==> src/overwriting_byte_ring_buffer_core_defines.svh <==
// assertion macros for the overwriting byte ring buffer
`ifndef OVERWRITING_BYTE_RING_BUFFER_CORE_DEFINES_SVH
`define OVERWRITING_BYTE_RING_BUFFER_CORE_DEFINES_SVH

// same-cycle implication, checked outside reset
`define OBRB_ASSERT_NOW(label, clk, rst_n, ante, cons) \
    label: assert property (@(posedge clk) disable iff (!rst_n) (ante) |-> (cons)) \
        else $error("obrb check failed");

// next-cycle implication, checked outside reset
`define OBRB_ASSERT_NEXT(label, clk, rst_n, ante, cons) \
    label: assert property (@(posedge clk) disable iff (!rst_n) (ante) |=> (cons)) \
        else $error("obrb check failed");

`endif

==> src/obrb_pkg.sv <==
// shared types and constants of the overwriting byte ring buffer
`default_nettype none

package obrb_pkg;

    localparam int DATA_W = 8;
    localparam int CAP_W  = 9;
    localparam int OP_W   = 2;

    typedef logic [OP_W-1:0] t_op;

    localparam t_op OP_PUT   = 2'd0;
    localparam t_op OP_GET   = 2'd1;
    localparam t_op OP_PEEK  = 2'd2;
    localparam t_op OP_CLEAR = 2'd3;

    // status of one word, from the pointer logic to the output side
    typedef struct packed {
        logic             rd_en;
        logic             success;
        logic             is_full;
        logic             is_empty;
        logic [CAP_W-1:0] fill_count;
    } t_status;

endpackage

`default_nettype wire

==> src/obrb_if.sv <==
// handshake channels of the overwriting byte ring buffer
`default_nettype none

interface obrb_in_if;
    logic                           valid;
    logic                           ready;
    logic [obrb_pkg::OP_W-1:0]      operation;
    logic [obrb_pkg::DATA_W-1:0]    write_data;

    modport source (output valid, output operation, output write_data, input ready);
    modport sink   (input valid, input operation, input write_data, output ready);
endinterface

interface obrb_out_if;
    logic                           valid;
    logic                           ready;
    logic [obrb_pkg::DATA_W-1:0]    read_data;
    logic                           success;
    logic                           is_full;
    logic                           is_empty;
    logic [obrb_pkg::CAP_W-1:0]     fill_count;

    modport source (output valid, output read_data, output success, output is_full,
                    output is_empty, output fill_count, input ready);
    modport sink   (input valid, input read_data, input success, input is_full,
                    input is_empty, input fill_count, output ready);
endinterface

`default_nettype wire

==> src/overwriting_byte_ring_buffer_core.sv <==
// top level of the overwriting byte ring buffer
`default_nettype none
`include "overwriting_byte_ring_buffer_core_defines.svh"

// Byte ring buffer that overwrites its oldest byte when full. Words carry one of
// put, get, peek-read or clear; each gives exactly one result word with the read
// byte, a success bit, the full and empty flags and the fill count. One word is
// taken per clock unless the output side stalls, set by the single-port byte
// memory that is either written (put) or read (get, peek) in the cycle of
// acceptance. A result passes the pending stage, where the memory read data is
// registered, and then the output register. The byte store has no reset and
// no clearing pass; pointers, flags and the capacity reset at once. Writing the
// capacity (0 is taken as 1, values above DEPTH as DEPTH) also clears all
// pointers; the user must write it only while no word is in flight (unchecked).
module overwriting_byte_ring_buffer_core #(
    parameter int DEPTH = 256
) (
    input  wire logic                          i_clk,
    input  wire logic                          i_rst_n,
    input  wire logic                          i_cfg_we,
    input  wire logic [obrb_pkg::CAP_W-1:0]    i_cfg_wdata,
    obrb_in_if.sink                            i_in_ch,
    obrb_out_if.source                         o_out_ch
);

    localparam int AW = $clog2(DEPTH);

    logic [obrb_pkg::DATA_W-1:0] r_mem [DEPTH];
    logic [obrb_pkg::DATA_W-1:0] r_mem_q;

    logic [AW-1:0]       mem_addr;
    logic                mem_we;
    logic                mem_re;
    obrb_pkg::t_status   status;

    logic                r_p_valid;
    obrb_pkg::t_status   r_p_stat;
    logic                r_o_valid;
    logic [obrb_pkg::DATA_W-1:0] r_o_data;
    obrb_pkg::t_status   r_o_stat;

    logic                adv;
    logic                acc;

    // handshake
    assign adv             = r_p_valid && (!r_o_valid || o_out_ch.ready);
    assign i_in_ch.ready   = !r_p_valid || adv;
    assign acc             = i_in_ch.valid && i_in_ch.ready;

    obrb_ctrl #(
        .DEPTH (DEPTH)
    ) u_ctrl (
        .i_clk       (i_clk),
        .i_rst_n     (i_rst_n),
        .i_cfg_we    (i_cfg_we),
        .i_cfg_wdata (i_cfg_wdata),
        .i_acc       (acc),
        .i_operation (i_in_ch.operation),
        .o_mem_addr  (mem_addr),
        .o_mem_we    (mem_we),
        .o_mem_re    (mem_re),
        .o_status    (status)
    );

    // byte store, one access per cycle, registered read
    always_ff @(posedge i_clk) begin
        if (mem_we) begin
            r_mem[mem_addr] <= i_in_ch.write_data;
        end
        if (mem_re) begin
            r_mem_q <= r_mem[mem_addr];
        end
    end

    // pending stage waiting for read data
    always_ff @(posedge i_clk) begin
        if (!i_rst_n) begin
            r_p_valid <= 1'b0;
        end else if (acc) begin
            r_p_valid <= 1'b1;
        end else if (adv) begin
            r_p_valid <= 1'b0;
        end
    end

    always_ff @(posedge i_clk) begin
        if (acc) begin
            r_p_stat <= status;
        end
    end

    // output register
    always_ff @(posedge i_clk) begin
        if (!i_rst_n) begin
            r_o_valid <= 1'b0;
        end else if (adv) begin
            r_o_valid <= 1'b1;
        end else if (o_out_ch.ready) begin
            r_o_valid <= 1'b0;
        end
    end

    always_ff @(posedge i_clk) begin
        if (adv) begin
            r_o_stat <= r_p_stat;
            r_o_data <= r_p_stat.rd_en ? r_mem_q : '0;
        end
    end

    assign o_out_ch.valid      = r_o_valid;
    assign o_out_ch.read_data  = r_o_data;
    assign o_out_ch.success    = r_o_stat.success;
    assign o_out_ch.is_full    = r_o_stat.is_full;
    assign o_out_ch.is_empty   = r_o_stat.is_empty;
    assign o_out_ch.fill_count = r_o_stat.fill_count;

    // checks
    `OBRB_ASSERT_NOW(a_empty_count, i_clk, i_rst_n, r_o_valid,
        (r_o_stat.fill_count == '0) == r_o_stat.is_empty)
    `OBRB_ASSERT_NOW(a_fail_zero, i_clk, i_rst_n, r_o_valid && !r_o_stat.success,
        r_o_data == '0)
    `OBRB_ASSERT_NOW(a_flags_apart, i_clk, i_rst_n, r_o_valid,
        !(r_o_stat.is_full && r_o_stat.is_empty))
    `OBRB_ASSERT_NEXT(a_pending_moves, i_clk, i_rst_n, r_p_valid && !r_o_valid,
        r_o_valid)

endmodule

`default_nettype wire

==> src/obrb_ctrl.sv <==
// pointer state, operation decode and memory access control
`default_nettype none

module obrb_ctrl #(
    parameter int DEPTH = 256
) (
    input  wire logic                          i_clk,
    input  wire logic                          i_rst_n,
    input  wire logic                          i_cfg_we,
    input  wire logic [obrb_pkg::CAP_W-1:0]    i_cfg_wdata,
    input  wire logic                          i_acc,
    input  wire logic [obrb_pkg::OP_W-1:0]     i_operation,
    output logic [$clog2(DEPTH)-1:0]           o_mem_addr,
    output logic                               o_mem_we,
    output logic                               o_mem_re,
    output obrb_pkg::t_status                  o_status
);

    localparam int AW      = $clog2(DEPTH);
    localparam int XW      = ((AW > obrb_pkg::CAP_W) ? AW : obrb_pkg::CAP_W) + 1;
    localparam int CAP_RST = (DEPTH < 256) ? DEPTH : 256;

    logic [AW-1:0] r_w, r_o, r_p;
    logic [AW-1:0] n_w, n_o, n_p;
    logic          r_full, n_full;
    logic [XW-1:0] r_ucap, n_ucap;

    logic          empty;
    logic [AW-1:0] o_adv;
    logic [XW-1:0] cnt;
    logic          st_rd_en;
    logic          st_success;

    // next slot with wrap at the capacity in use
    function automatic logic [AW-1:0] f_next(input logic [AW-1:0] p,
                                             input logic [XW-1:0] cap);
        logic [XW-1:0] s;
        s = XW'(p) + XW'(1);
        return (s >= cap) ? '0 : AW'(s);
    endfunction

    assign empty = !r_full && (r_w == r_o);
    assign o_adv = f_next(r_o, r_ucap);

    // capacity clamp
    always_comb begin
        if (i_cfg_wdata == '0) begin
            n_ucap = XW'(1);
        end else if (XW'(i_cfg_wdata) > XW'(DEPTH)) begin
            n_ucap = XW'(DEPTH);
        end else begin
            n_ucap = XW'(i_cfg_wdata);
        end
    end

    // operation decode and next pointers
    always_comb begin
        n_w        = r_w;
        n_o        = r_o;
        n_p        = r_p;
        n_full     = r_full;
        o_mem_addr = r_w;
        o_mem_we   = 1'b0;
        o_mem_re   = 1'b0;
        st_rd_en   = 1'b0;
        st_success = 1'b1;
        if (i_acc) begin
            unique case (i_operation)
                obrb_pkg::OP_PUT: begin
                    o_mem_we = 1'b1;
                    if (r_full) begin
                        if (r_p == r_o) begin
                            n_p = o_adv;
                        end
                        n_o = o_adv;
                    end
                    n_w    = f_next(r_w, r_ucap);
                    n_full = (n_w == n_o);
                end
                obrb_pkg::OP_GET: begin
                    if (empty) begin
                        st_success = 1'b0;
                    end else begin
                        o_mem_re   = 1'b1;
                        o_mem_addr = r_o;
                        st_rd_en   = 1'b1;
                        n_full     = 1'b0;
                        if (r_p == r_o) begin
                            n_p = o_adv;
                        end
                        n_o = o_adv;
                    end
                end
                obrb_pkg::OP_PEEK: begin
                    if (empty) begin
                        st_success = 1'b0;
                    end else begin
                        o_mem_re   = 1'b1;
                        o_mem_addr = r_p;
                        st_rd_en   = 1'b1;
                        n_p        = f_next(r_p, r_ucap);
                    end
                end
                obrb_pkg::OP_CLEAR: begin
                    n_w    = '0;
                    n_o    = '0;
                    n_p    = '0;
                    n_full = 1'b0;
                end
                default: begin
                    n_full = r_full;
                end
            endcase
        end
    end

    // flags and count after the operation
    always_comb begin
        if (n_full) begin
            cnt = r_ucap;
        end else if (n_w >= n_o) begin
            cnt = XW'(n_w) - XW'(n_o);
        end else begin
            cnt = r_ucap + XW'(n_w) - XW'(n_o);
        end
        o_status.rd_en      = st_rd_en;
        o_status.success    = st_success;
        o_status.is_full    = n_full;
        o_status.is_empty   = !n_full && (n_w == n_o);
        o_status.fill_count = cnt[obrb_pkg::CAP_W-1:0];
    end

    // pointer registers; a capacity write restarts the buffer
    always_ff @(posedge i_clk) begin
        if (!i_rst_n) begin
            r_w    <= '0;
            r_o    <= '0;
            r_p    <= '0;
            r_full <= 1'b0;
            r_ucap <= XW'(CAP_RST);
        end else if (i_cfg_we) begin
            r_w    <= '0;
            r_o    <= '0;
            r_p    <= '0;
            r_full <= 1'b0;
            r_ucap <= n_ucap;
        end else begin
            r_w    <= n_w;
            r_o    <= n_o;
            r_p    <= n_p;
            r_full <= n_full;
        end
    end

endmodule

`default_nettype wire
==> src/flat_wrapper.sv <==
// flat-port wrapper written by rule: the top's interface ports become plain ports
module overwriting_byte_ring_buffer_core_flat 
#(
    parameter int DEPTH = 256
)
  (i_clk, i_rst_n, i_cfg_we, i_cfg_wdata, i_in_ch_valid, i_in_ch_operation, i_in_ch_write_data, i_in_ch_ready, o_out_ch_valid, o_out_ch_read_data, o_out_ch_success, o_out_ch_is_full, o_out_ch_is_empty, o_out_ch_fill_count, o_out_ch_ready);
  obrb_in_if i_in_ch_i ();
  obrb_out_if o_out_ch_i ();
  input  wire logic i_clk;
  input  wire logic i_rst_n;
  input  wire logic i_cfg_we;
  input  wire logic [obrb_pkg::CAP_W-1:0] i_cfg_wdata;
  input wire logic [$bits(i_in_ch_i.valid)-1:0] i_in_ch_valid;
  input wire logic [$bits(i_in_ch_i.operation)-1:0] i_in_ch_operation;
  input wire logic [$bits(i_in_ch_i.write_data)-1:0] i_in_ch_write_data;
  output wire logic [$bits(i_in_ch_i.ready)-1:0] i_in_ch_ready;
  output wire logic [$bits(o_out_ch_i.valid)-1:0] o_out_ch_valid;
  output wire logic [$bits(o_out_ch_i.read_data)-1:0] o_out_ch_read_data;
  output wire logic [$bits(o_out_ch_i.success)-1:0] o_out_ch_success;
  output wire logic [$bits(o_out_ch_i.is_full)-1:0] o_out_ch_is_full;
  output wire logic [$bits(o_out_ch_i.is_empty)-1:0] o_out_ch_is_empty;
  output wire logic [$bits(o_out_ch_i.fill_count)-1:0] o_out_ch_fill_count;
  input wire logic [$bits(o_out_ch_i.ready)-1:0] o_out_ch_ready;
  assign i_in_ch_i.valid = i_in_ch_valid;
  assign i_in_ch_i.operation = i_in_ch_operation;
  assign i_in_ch_i.write_data = i_in_ch_write_data;
  assign i_in_ch_ready = i_in_ch_i.ready;
  assign o_out_ch_valid = o_out_ch_i.valid;
  assign o_out_ch_read_data = o_out_ch_i.read_data;
  assign o_out_ch_success = o_out_ch_i.success;
  assign o_out_ch_is_full = o_out_ch_i.is_full;
  assign o_out_ch_is_empty = o_out_ch_i.is_empty;
  assign o_out_ch_fill_count = o_out_ch_i.fill_count;
  assign o_out_ch_i.ready = o_out_ch_ready;
  overwriting_byte_ring_buffer_core #(.DEPTH(DEPTH)) u_core (.i_clk(i_clk), .i_rst_n(i_rst_n), .i_cfg_we(i_cfg_we), .i_cfg_wdata(i_cfg_wdata), .i_in_ch(i_in_ch_i), .o_out_ch(o_out_ch_i));
endmodule
==> config.mk <==
export PLATFORM = sky130hd
export DESIGN_NAME = overwriting_byte_ring_buffer_core_flat
export DESIGN_NICKNAME = d
export VERILOG_FILES = /design/src/obrb_pkg.sv /design/src/obrb_if.sv /design/src/overwriting_byte_ring_buffer_core.sv /design/src/obrb_ctrl.sv /design/src/flat_wrapper.sv
export VERILOG_INCLUDE_DIRS = /design/src /design/src/src
export SDC_FILE = /design/constraint.sdc
export NUM_CORES = 2
export LEC_CHECK = 0
export ABC_AREA = 1
export BUFFER_PORTS_ARGS = -buffer_cell sky130_fd_sc_hd__buf_4
export CELL_PAD_IN_SITES_DETAIL_PLACEMENT = 0
export CELL_PAD_IN_SITES_GLOBAL_PLACEMENT = 1
export CORE_ASPECT_RATIO = 2
export CORE_MARGIN = 1
export CORE_UTILIZATION = 38
export CTS_CLUSTER_DIAMETER = 120
export DETAILED_ROUTE_END_ITERATION = 8
export GPL_ROUTABILITY_DRIVEN = 0
export GPL_TIMING_DRIVEN = 0
export PLACE_DENSITY = 0.62
export SLEW_MARGIN = 40
export SYNTH_ARGS = -nofsm -noshare
export SYNTH_HDL_FRONTEND = slang
export SYNTH_HIERARCHICAL = 1
export SYNTH_SLANG_ARGS = --single-unit
==> constraint.sdc <==
create_clock -name i_clk -period 5.2 [get_ports i_clk]
set_input_delay 0.78 -clock i_clk [delete_from_list [all_inputs] [get_ports i_clk]]
set_output_delay 0.78 -clock i_clk [all_outputs]
set_load 0.02 [all_outputs]
* Yosys cells after proc, flatten, opt, wreduce, memory -nomap -nowiden
Memories as Yosys holds them, arrays and structs flattened. A register that Yosys moved wholly into a read port is not among the register bits.
Index checks and enable logic that the tools add are counted.
** Word-level totals
- Memory bits (writable) :: 2048
- Output and inout bits :: 22
- Flip-flop bits (word level) :: 69
- Input bits :: 24
- Logic and storage cells :: 95
- Memories kept :: 1
** Memory list
- u_core.r_mem :: words 256, bits a word 8, read ports 1, clocked after Yosys merged registers in 1, wr ports 1, RTL line overwriting_byte_ring_buffer_core.sv:28 : logic [obrb_pkg::DATA_W-1:0] r_mem [DEPTH];
** Operators by class
- Equal/unequal tests :: 10
- Muxes and demuxes :: 38
- Magnitude comparators :: 5
- $add $sub $neg :: 6
- Reduce and logical (&&, ||, !) cells :: 17
- Bitwise gates (word level) :: 1
** Operators by type and width (count)
- two-way mux 8 bit :: 16
- two-way mux 9 bit :: 4
- equality test 8 bit :: 4
- case mux 8 bit (2 select lines) :: 2
- case mux 8 bit (4 select lines) :: 1
- adder 8 x 1 -> 9 bit, second input constant :: 3
- >= comparator 9 bit :: 3
- case mux 8 bit (3 select lines) :: 1
- two-way mux 1 bit :: 13
- adder 9 x 8 -> 9 bit :: 1
- > comparator 9 bit, second input constant :: 1
- zero test 9 bit :: 1
- subtractor 8 x 8 -> 9 bit :: 1
- subtractor 9 x 8 -> 9 bit :: 1
- >= comparator 8 bit :: 1
- != test 2 bit, second input constant :: 3
- equality test 2 bit, second input constant :: 2
- logical AND 1 bit :: 4
- zero test 1 bit :: 4
- AND reduction 4 bit :: 1
- nonzero test 2 bit :: 2
- OR reduction 2 bit :: 2
- case mux 1 bit (3 select lines) :: 1
- equality test 2 x 1 -> 1 bit, second input constant :: 1
- other kinds (3) :: 4

* Logic depth before layout (Yosys ltp)
- Depth in word-level cells :: 11
- Mapped depth :: 36
- Mapped depth without buffers :: 36

* By module
Netlist, hierarchy kept.
** By module, submodules not included
- overwriting_byte_ring_buffer_core :: area each 86087.6 um^2, sequential area each 62770.2 um^2, cells an instance 8083, instances 1
- obrb_ctrl :: area each 4636.9 um^2, sequential area each 680.7 um^2, cells an instance 746, instances 1

* Least setup slack after synthesis
Ideal clock, no wire load.
- Path type :: input to register
- From :: in o_out_ch_ready
- To :: reg u_core/r_p_stat[8] (netlist bit), data pin
- Required time :: 4947 ps
- Path buffers :: 1
- Stages on the path :: 26
- Data arrival time :: 4502 ps
- Library setup time :: 253 ps
- Path slack :: 445 ps
- Cells stage by stage :: inv_1 nand3_1 nand2_1 inv_1 inv_1 nor2_2 inv_1 clkbuf_1 a21oi_1 o211ai_1 o21ai_0 fa_1 ha_1 a21oi_1 nand2_1 a21oi_1 inv_1 a21oi_1 nor2_1 nor2_1 nor2_1 nor2_1 xor2_1 nand3_1 nand3_1 nand2_1
** RTL lines
- from (decl) :: RTL line flat_wrapper.sv:23 : input wire logic [$bits(o_out_ch_i.ready)-1:0] o_out_ch_ready;
- to (signal assigned) :: RTL line overwriting_byte_ring_buffer_core.sv:88 : r_p_stat <= status;
- to (decl) :: RTL line overwriting_byte_ring_buffer_core.sv:37 : obrb_pkg::t_status r_p_stat;

* Worst setup path after layout
- From :: reg u_core.u_ctrl.r_o[7]
- To :: reg u_core/r_mem_q[6] (netlist bit), read port of u_core.r_mem, data pin
** On the way
- Cells in the longest elaborated chain, start to end :: 5
- Elaborated cells on any way between the ends :: 9
- Classes of those cells :: eq/ne (1); mux (7); reduce/logical (1)
** Ends and longest elaborated chain
- from (decl) :: RTL line obrb_ctrl.sv:23 : logic [AW-1:0] r_w, r_o, r_p;
- from (signal assigned) :: RTL line obrb_ctrl.sv:149 : r_o <= n_o;
- equality test 8 bit (*) :: RTL line obrb_ctrl.sv:42 : assign empty = !r_full && (r_w == r_o);
- logical AND 1 bit (*) :: RTL line obrb_ctrl.sv:42
- two-way mux 8 bit (on tied branches) :: RTL line obrb_ctrl.sv:95, obrb_ctrl.sv:81
- case mux 8 bit (2 select lines) (*) :: RTL line obrb_ctrl.sv:68 : unique case (i_operation)
- two-way mux 8 bit (*) :: RTL line obrb_ctrl.sv:67 : if (i_acc) begin
- named net u_core.mem_addr[0] :: RTL line overwriting_byte_ring_buffer_core.sv:31 : logic [AW-1:0] mem_addr;
- to (decl) :: RTL line overwriting_byte_ring_buffer_core.sv:29 : logic [obrb_pkg::DATA_W-1:0] r_mem_q;
Mark *: on every way through the listed nets, which the timed path passes. The rest lies on a longest branch.
A chain may end at the register's enable or synchronous reset.

==> impl_metrics.tcl <==
set metrics [dict create \
    slew_headroom_pct 34.6 \
    syn_avg_cell_area_um2 10.3 \
    overflow 0 \
    ys_async_sr_fraction_pct 0 \
    min_path_type "in -> reg" \
    grtUsageTotal_pct 27.1 \
    synth.largest_area_cell "edfxtp_1" \
    wl_per_cell_um 26.6 \
    cts-htree-levels 4 \
    drt_wl_total_um 329000 \
    ys_warn_count 6 \
    port_buffers 45 \
    fin_util_pct 43.7 \
    synthTopCellsByArea "edfxtp_1 (69%), nand2_1 (21%), nor2_1 (1.8%), nand3_1 (1.3%), buf_2 (1.1%)" \
    antenna_found_initial 14 \
    ys_ff_latch 2125 \
    synth_nets 8912 \
    synth_edf_count 2089 \
    place_inst 12000 \
    finClkSkew_ns 0.0488 \
    synth_top_family_by_area "simple AND/OR/NAND/NOR gates" \
    clockBufferDepth 4 \
    cts.clk_slew.worst_paths_ns 0.06 \
    synth-xor-area-share_pct 0.290 \
    synth_compound_area_share_pct 1.82 \
    violations "negative setup slack" \
    internal_power_w 0.0271 \
    initial_utilization_pct 38.2 \
    cp_max_fo 10 \
    die_w_um 348 \
    combPwrFrac_pct 5.3 \
    netlist_top_cells_count "nand2_1 (4,972), edfxtp_1 (2,089), nor2_1 (438)" \
    stdcell_count 12300 \
    crit_type "reg -> reg" \
    cts_inserted_buffers 194 \
    cts_sinks 2125 \
    syn_inst 8829 \
    grt_pass1_wl_um 454000 \
    seqPwrFrac_pct 54.2 \
    yosysUniqueCellTypes 52 \
    endpoint_kind "register" \
    worst-endpoint-required_ns 5.74 \
    drc_errors 0 \
    synthMuxAreaShare_pct 0 \
    syn-cell-area_mm2 0.0907 \
    switchingPower_w 0.00778 \
    grt_max_degree 78 \
    drive_above_1_share_pct 10.4 \
    timing.final.ws_setup_ns -0.0402 \
    netSwitchingFraction_pct 22.3 \
    grt_pass1_vias 62200 \
    cp.arrival_ns 5.78 \
    via_per_inst 5.02 \
    clk_latency_ns 0.87 \
    ant_nets 0 \
    maxSlewViolCount 0 \
    fp-row-count 253 \
    setup_tns_ns -0.0402 \
    hold_viol_final 0 \
    yosysMostFrequentCell "nand2_1" \
    power_density_mw_per_mm2 336 \
    tightest_slew_ns 0.981 \
    synthAdderAreaFrac_pct 0.872 \
    ios 46 \
    fin_crit_sh_pct 101 \
    rsz0062_at_grt "true" \
    cap_violations 0 \
    die_area_mm2 0.241 \
    core_mm2 0.237 \
    drt_iter0_markers 4412 \
    cts_root_buf "clkbuf_16" \
    min_period_ns 5.24 \
    outcome "complete, but fails checks" \
    via_count 62000 \
    synth_flop_cell "edfxtp_1" \
    place_hpwl_um 245000 \
    nNetsFinal 9208 \
    die_y_um 693 \
    first_pass_iters 5 \
    area_growth_pct 14.4 \
    clockPowerShare_pct 40.6 \
    ir_drop_mv 0.225 \
    leakagePower_nw 40.6 \
    yosys.area.top_type_share_pct 69.1 \
    setup_viol_count_final 1 \
    yosys.area_share.simple_pct 24.2 \
    cp-start-kind "register" \
    ys_seq_area_share_pct 69.9 \
    clock.fmax_ghz 0.191 \
    cts_tree "yes" \
]
cell usage in the layout, fill, tap and decap left out, types with 14 or more instances in the layout:
cell type  Yosys  routed
nand2_1     4972    4954
edfxtp_1    2089    2089
nand3_1      237     235
nor2_1       438     211
clkbuf_16      0     199
buf_2        195     187
clkbuf_1     178     163
inv_1        155     150
o21ai_1      119     124
nor2_4         1     121
nor2_2         5     112
buf_4         11      76
o21ai_0       76      65
a21oi_1       70      64
ha_1          52      49
clkinv_1       0      40
buf_16         0      36
clkbuf_2       0      35
buf_1         43      33
clkinv_2       1      28
dfxtp_1       36      28
nand2_2        7      25
diode_2        0      24
xor2_1        19      18
bufinv_16      0      17
clkbuf_4       0      15
inv_2         10      14
repair_timing:
| item | in CTS | in global routing |
|---|---|---|
| gates resized for setup | 275 | 169 |
| setup endpoints to repair | 2009 | 1427 |
| hold endpoints to repair | 0 | 0 |
| setup buffers | 8 | 7 |
| pin swaps | 3 | 7 |
| hold buffers | 0 | 0 |
per-stage QoR:
| stage | setup slack, ns | power [W] | cell area [um^2] | hold slack, ns |
|---|---|---|---|---|
| after detailed placement | -1.63 | 0.0210 | 96100 | 0.405 |
| after CTS | -0.168 | 0.0351 | 103000 | 0.163 |
| after floorplan | 0.445 | 0.0199 | 90700 | 0.400 |
| after global placement | -2.98 | 0.0210 | 94900 | 0.409 |
| after global routing | -0.241 | 0.0357 | 104000 | 0.230 |
| final | -0.0402 | 0.0349 | 104000 | 0.230 |
power by group through the flow:
| stage | clock, W | sequential [W] | combinational, W |
|---|---|---|---|
| 2_1_floorplan | 0 | 0.0193 | 0.000681 |
| 3_3_place_gp | 0 | 0.0193 | 0.00167 |
| 3_5_place_dp | 0 | 0.0193 | 0.00178 |
| 4_1_cts | 0.0144 | 0.0189 | 0.00181 |
| 5_1_grt | 0.0149 | 0.0189 | 0.00193 |
| 6_report | 0.0141 | 0.0189 | 0.00184 |
worst max-delay path, cell delays in order (launching register included):
cell and delay, ns:
dfxtp_1 0.58, inv_2 0.17, nand2_1 0.10, nand2_1 0.05
nor2_1 0.10, nand3_1 0.16, nor2_4 0.24, nand2_1 0.11
nand2_1 0.12, nor2_1 0.08, o21ai_2 0.36, inv_2 0.29
buf_2 0.38, clkbuf_1 0.34, nand2_1 0.12, nand2_1 0.05
nand2_1 0.05, nand3_1 0.11, nand2_1 0.17, nand2_1 0.26
o21ai_1 0.28, nand2_1 0.08, nor2_1 0.12, nor2_1 0.09
nor2_1 0.24, nand2_1 0.23
area by class of cell:
class | count | area, um^2
fillers | 22600 | 134000
flip-flops and latches | 2125 | 63500
multi-input cells | 6098 | 26000
clock buffers | 230 | 5100
well taps | 3060 | 3830
plain buffers | 437 | 2150
repair buffers | 101 | 1580
clock inverters | 104 | 963
inverters | 168 | 641
diodes | 24 | 60.1
layer usage:
layer	share of wire, %	routed length [um]	global-route usage, %	vias up
li1	-	-	-	29600
met1	32	106000	25.6	30000
met4	11	37700	25.8	0
met5	0	0	0	-
met3	3.8	12500	2.73	749
met2	53	173000	50.4	1720
sequential cells by signal (all words and copies together), names as in the netlist:
name,flops
u_core/r_mem,2048
u_core/r_p_stat,13
u_core/o_out_ch.fill_count,9
u_core/u_ctrl/r_ucap,9
u_core/o_out_ch.read_data,8
u_core/r_mem_q,8
u_core/u_ctrl/r_o,8
u_core/u_ctrl/r_p,8
u_core/u_ctrl/r_w,8
u_core/o_out_ch.is_empty,1
u_core/o_out_ch.is_full,1
u_core/o_out_ch.success,1
u_core/o_out_ch.valid,1
u_core/r_p_valid,1
u_core/u_ctrl/r_full,1
cells by family after synthesis:
kind of cell	Yosys count
flops	2125
compound gates	309
fa+ha+maj	59
buf+inv	606
xor+xnor	30
simple gates	5700
path summary, 6_finish.rpt:
check | from | slack (ns) | depth (start not counted) | endpoint
worst max-delay path | u_core/u_ctrl/r_o[7] | -0.04 | 25 | u_core/r_mem_q[6]
worst min-delay path | i_cfg_we | 0.23 | 3 | u_core/u_ctrl/r_ucap[4]
worst max register to register | u_core/u_ctrl/r_o[7] | -0.04 | 25 | u_core/r_mem_q[6]
worst min register to register | u_core/r_p_stat[0] | 0.42 | 0 | u_core/o_out_ch.fill_count[0]
No activity file was read; power rests on OpenSTA's default activity.
